$ cat src/sv/pmst_pkg.sv
// Package with the types, constants, microcode table and helpers of the spanning tree block.
`timescale 1ns / 1ps

package pmst_pkg;

  localparam int MAX_NODES = 16;
  localparam int NODE_W    = $clog2(MAX_NODES);
  localparam int CNT_W     = $clog2(MAX_NODES + 1);
  localparam int WEIGHT_W  = 15;
  localparam int TOTAL_W   = 19;
  localparam int ADDR_W    = 2 * NODE_W;
  localparam int RAM_DEPTH = MAX_NODES * MAX_NODES;
  localparam int PC_W      = 3;

  // Largest weight code; it never wins a comparison, so it behaves as no edge.
  localparam logic [WEIGHT_W-1:0] WEIGHT_CAP = WEIGHT_W'(32767);
  localparam logic [CNT_W-1:0]    N_MAX      = CNT_W'(MAX_NODES);

  localparam logic OP_WRITE = 1'b0;
  localparam logic OP_RUN   = 1'b1;

  typedef struct packed {
    logic                op;
    logic [NODE_W-1:0]   node_a;
    logic [NODE_W-1:0]   node_b;
    logic [WEIGHT_W-1:0] weight;
  } in_item_t;

  typedef struct packed {
    logic [NODE_W-1:0]   node;
    logic [WEIGHT_W-1:0] edge_cost;
    logic [TOTAL_W-1:0]  total_cost;
    logic                unreachable;
    logic                last;
  } out_item_t;

  typedef enum logic [1:0] {
    E_NONE,
    E_START,
    E_ROUND
  } emit_t;

  typedef enum logic [1:0] {
    H_NONE,
    H_NO_RUN,
    H_OUT_BUSY,
    H_SCAN_MORE
  } hold_t;

  typedef enum logic [1:0] {
    J_NEVER,
    J_ALWAYS,
    J_DONE,
    J_NOT_FOUND
  } jmp_t;

  typedef struct packed {
    logic            in_rdy;
    logic            clr_scan;
    logic            issue;
    emit_t           emit;
    hold_t           hold;
    jmp_t            jmp;
    logic [PC_W-1:0] tgt;
  } ctl_t;

  typedef struct packed {
    logic run_go;
    logic out_busy;
    logic scan_more;
    logic done;
    logic not_found;
  } stat_t;

  localparam logic [PC_W-1:0] ST_IDLE  = 3'd0;
  localparam logic [PC_W-1:0] ST_EMIT0 = 3'd1;
  localparam logic [PC_W-1:0] ST_CHK   = 3'd2;
  localparam logic [PC_W-1:0] ST_INIT  = 3'd3;
  localparam logic [PC_W-1:0] ST_SCAN  = 3'd4;
  localparam logic [PC_W-1:0] ST_DRAIN = 3'd5;
  localparam logic [PC_W-1:0] ST_EMITR = 3'd6;
  localparam logic [PC_W-1:0] ST_LOOP  = 3'd7;

  // Control store: one word per step of the run program.
  function automatic ctl_t ucode(input logic [PC_W-1:0] pc);
    ctl_t w;
    w = '{in_rdy: 1'b0, clr_scan: 1'b0, issue: 1'b0, emit: E_NONE,
          hold: H_NONE, jmp: J_NEVER, tgt: ST_IDLE};
    unique case (pc)
      ST_IDLE: begin
        w.in_rdy = 1'b1;
        w.hold   = H_NO_RUN;
      end
      ST_EMIT0: begin
        w.emit = E_START;
        w.hold = H_OUT_BUSY;
      end
      ST_CHK: begin
        w.jmp = J_DONE;
        w.tgt = ST_IDLE;
      end
      ST_INIT: begin
        w.clr_scan = 1'b1;
      end
      ST_SCAN: begin
        w.issue = 1'b1;
        w.hold  = H_SCAN_MORE;
      end
      ST_DRAIN: begin
        w.hold = H_NONE;
      end
      ST_EMITR: begin
        w.emit = E_ROUND;
        w.hold = H_OUT_BUSY;
        w.jmp  = J_NOT_FOUND;
        w.tgt  = ST_IDLE;
      end
      ST_LOOP: begin
        w.jmp = J_ALWAYS;
        w.tgt = ST_CHK;
      end
      default: begin
        w.jmp = J_ALWAYS;
        w.tgt = ST_IDLE;
      end
    endcase
    return w;
  endfunction

  // The matrix is symmetric, so each pair is kept once with the smaller node first.
  function automatic logic [ADDR_W-1:0] pair_addr(input logic [NODE_W-1:0] a,
                                                  input logic [NODE_W-1:0] b);
    logic [ADDR_W-1:0] r;
    if (a < b) begin
      r = {a, b};
    end else begin
      r = {b, a};
    end
    return r;
  endfunction

endpackage

$ cat src/sv/pmst_seq.sv
// Microcode sequencer: step counter, control store lookup and conditional jumps.
`timescale 1ns / 1ps

module pmst_seq import pmst_pkg::*; (
  input  logic  clk,
  input  logic  rst_n,
  input  stat_t st,
  output ctl_t  ctl
);

  logic [PC_W-1:0] pc_r, pc_nxt;
  logic            hold;
  logic            jump;

  assign ctl = ucode(pc_r);

  always_comb begin
    unique case (ctl.hold)
      H_NONE:      hold = 1'b0;
      H_NO_RUN:    hold = !st.run_go;
      H_OUT_BUSY:  hold = st.out_busy;
      H_SCAN_MORE: hold = st.scan_more;
      default:     hold = 1'b0;
    endcase
    unique case (ctl.jmp)
      J_NEVER:     jump = 1'b0;
      J_ALWAYS:    jump = 1'b1;
      J_DONE:      jump = st.done;
      J_NOT_FOUND: jump = st.not_found;
      default:     jump = 1'b0;
    endcase
    if (hold) begin
      pc_nxt = pc_r;
    end else if (jump) begin
      pc_nxt = ctl.tgt;
    end else begin
      pc_nxt = pc_r + PC_W'(1);
    end
  end

  always_ff @(posedge clk) begin
    if (!rst_n) begin
      pc_r <= ST_IDLE;
    end else begin
      pc_r <= pc_nxt;
    end
  end

endmodule

$ cat config.mk
export PLATFORM = sky130hd
export DESIGN_NAME = pmst_seq
export DESIGN_NICKNAME = d
export VERILOG_FILES = /design/src/sv/pmst_pkg.sv /design/src/sv/pmst_seq.sv
export SDC_FILE = /design/constraint.sdc
export NUM_CORES = 1
export LEC_CHECK = 0
export BUFFER_PORTS_ARGS = -buffer_cell sky130_fd_sc_hd__buf_2
export CAP_MARGIN = 0
export CORE_AREA = 2 2 39 41
export DETAILED_ROUTE_END_ITERATION = 6
export DIE_AREA = 0 0 41 43
export PLACE_DENSITY = 0.56
export SETUP_SLACK_MARGIN = 0.1
export SYNTH_ARGS = -nofsm -noshare
export SYNTH_HDL_FRONTEND = slang
export SYNTH_SLANG_ARGS = --single-unit
$ cat constraint.sdc
create_clock -name clk -period 3.7 [get_ports clk]
set_clock_uncertainty 0.1 [all_clocks]
set_input_delay 0.74 -clock clk [delete_from_list [all_inputs] [get_ports clk]]
set_output_delay 0.74 -clock clk [all_outputs]
set_load 0.01 [all_outputs]
==> impl_metrics.tcl <==
set metrics [dict create \
    synth_compound_area_frac 0.240 \
    biggestRegsByFlops "pc_r (3)" \
    core-area_sq_um 1380 \
    grt_pass1_wl_microns 1290 \
    period_share 0.673 \
    yosys.area_share.simple 0.232 \
    synth_area_sq_um 448 \
    regMostFlops "pc_r" \
    io_buffers 16 \
    largest_reg_flops 3 \
    htreeDepth 1 \
    rsz0062_at_grt "false" \
    hold_path.class "reg2reg" \
    antenna_found_initial 0 \
    finalMaxSlewViolations 0 \
    clkLatencyLatePin_ns 0.23 \
    synth_xor_area_frac 0 \
    setup_viol 0 \
    max_freq_mhz 402 \
    synth_mux_area_frac 0.0894 \
    drive_above_1_share 0.403 \
    grt_pass1_vias 344 \
    start_util 0.324 \
    crit_arrival_ns 1.65 \
    cts_buffer_depth 2 \
    criticalPathCategory "reg2out" \
    synth.distinct_cells 28 \
    wire_per_inst_microns 10.2 \
    end_kind "primary output" \
    p_per_area_nw_per_um2 737 \
    dp.final_hpwl_microns 656 \
    numCtsBuffers 3 \
    track_usage 0.107 \
    run_status "completed" \
    drt_iter0_drc 3 \
    yosysWarningCount 0 \
    vias_per_cell 4.77 \
    cts-root-buf "clkbuf_4" \
    wirelength_microns 847 \
    grt_max_degree 17 \
    finalPower_mw 0.401 \
    ys_ff_latch 3 \
    slew_headroom 0.625 \
    clkSlewWorstSetupHoldPaths_ns 0.03 \
    yosysSeqAreaShare 0.134 \
    finalHoldViolations 0 \
    synth_fa_ha_area_frac 0.196 \
    cts_sinks 3 \
    dr.pass1.iters 3 \
    r2r_cells 6 \
    hold-worst-slack_ns 0.483 \
    leakage_nw 0.281 \
    synth_cells 51 \
    syn_avg_cell_area_sq_um 8.78 \
    cp-start-kind "flop" \
    die_area_sq_um 1760 \
    whs_path_depth 2 \
    cts_resized 0 \
    die_h_microns 43 \
    cts_setup_buffers 0 \
    num_antenna_cells 0 \
    routabilityCongestion 0.777 \
    max-cap-violations 0 \
    peakVddDrop_uv 373 \
    required_ns 2.86 \
    fillCellCount 157 \
    num_rows 14 \
    drc 0 \
    worst_pin_slew_ns 0.562 \
    nNetsFinal 82 \
    io_pins 19 \
    min_period_ns 2.49 \
    cts_tree "yes" \
    critical_path.max_fanout 7 \
    drtAntennaViolNets 0 \
    die_w_microns 41 \
    synth_top_family_by_area "compound AO/OA/AOI/OAI gates" \
    grt-ovfl-total 0 \
    ctsHoldBuffers 0 \
    syn2layout_area_growth_pct 21.5 \
    finalSetupTns_ns 0 \
    num_vias 396 \
]
-- final timing paths --
kind	slack, ns	end	startpoint
max	1.21	ctl[3]	pc_r[0]
min reg2reg	0.48	pc_r[0]	pc_r[0]
min	0.48	pc_r[0]	pc_r[0]
max reg2reg	1.63	pc_r[1]	pc_r[2]
-- per-layer routing --
layer,routed length (microns),part of all wire,global-route usage
met3,52,0.061,0.0366
met2,429,0.51,0.166
met4,0,0,0.0600
met1,365,0.43,0.122
met5,0,0,0
-- stage by stage --
step / util / worst slack [ns] / cell area (sq um) / cells
detailed placement: 0.374 / 1.44 / 518 / 79
global placement: 0.374 / 1.50 / 518 / 79
floorplan: - / 1.60 / 452 / 52
global route: 0.393 / 1.09 / 544 / 83
finish: 0.393 / 1.21 / 544 / 83
CTS: 0.393 / 1.20 / 544 / 83
-- cells in the mapped netlist (all sizes together) --
library cell / instances / share of area
or2: 1 / 0.014
conb: 1 / 0.0084
a211oi: 1 / 0.045
clkbuf: 2 / 0.017
nand3: 2 / 0.022
buf: 3 / 0.059
o22a: 1 / 0.020
mux2: 2 / 0.067
o21ai: 3 / 0.034
nand2: 1 / 0.0084
and2: 2 / 0.028
nor4b: 1 / 0.053
inv: 3 / 0.025
nor2b: 3 / 0.042
nor2: 7 / 0.064
a21boi: 2 / 0.042
o21a: 1 / 0.017
o31ai: 2 / 0.045
dfxtp: 3 / 0.13
mux2i: 1 / 0.022
o211ai: 1 / 0.017
ha: 7 / 0.20
o211a: 1 / 0.022
-- cells in the final DEF (no fill, tap or decap) --
cell type  instances
nor4b_4            1
o211ai_1           1
clkbuf_4           3
inv_1              3
nor2b_1            3
clkbuf_1           1
o21ai_0            2
o211a_1            1
o31ai_1            1
o21a_1             1
nand3_1            2
conb_1             2
a21boi_1           1
ha_1               7
mux2_4             2
buf_2             16
mux2i_1            1
nor2_2             1
and2_1             2
a211oi_4           1
nand2_1            1
dfxtp_1            3
o22a_1             1
o31ai_2            1
nor2_1             6
a21boi_2           1
o21ai_1            1
or2_2              1
-- logic make-up (layout without fill, tap and decap cells) --
kind of cell               after synthesis  after routing
muxes                                    3              3
adders and majority gates                7              7
AOI/OAI and AO/OA                       12             12
DFF                                      3              3
other                                    1              2
buffers and inverters                    8             23
and+or+nand+nor                         17             17
-- layout make-up --
type | count | area (sq um) | area share
sequential | 3 | 60.1 | 0.110
multi-input combinational | 41 | 347 | 0.637
timing repair buffer | 16 | 80.1 | 0.147
clock buffer | 4 | 26.3 | 0.0483
tap | 16 | 20.0 | 0.0368
inverter | 3 | 11.3 | 0.0207
-- report_power, final --
| part | switching, mW | internal (mW) |
|---|---|---|
| logic | 0.142 | 0.131 |
| clock network | 0.0149 | 0.0403 |
| registers | 0.0278 | 0.0448 |
-- worst max-delay path: stages (launching register included) --
cell,delay [ns]
dfxtp_1,0.45
inv_1,0.12
ha_1,0.27
and2_1,0.18
or2_2,0.26
buf_2,0.14
Power figures use the tool's default switching activity.
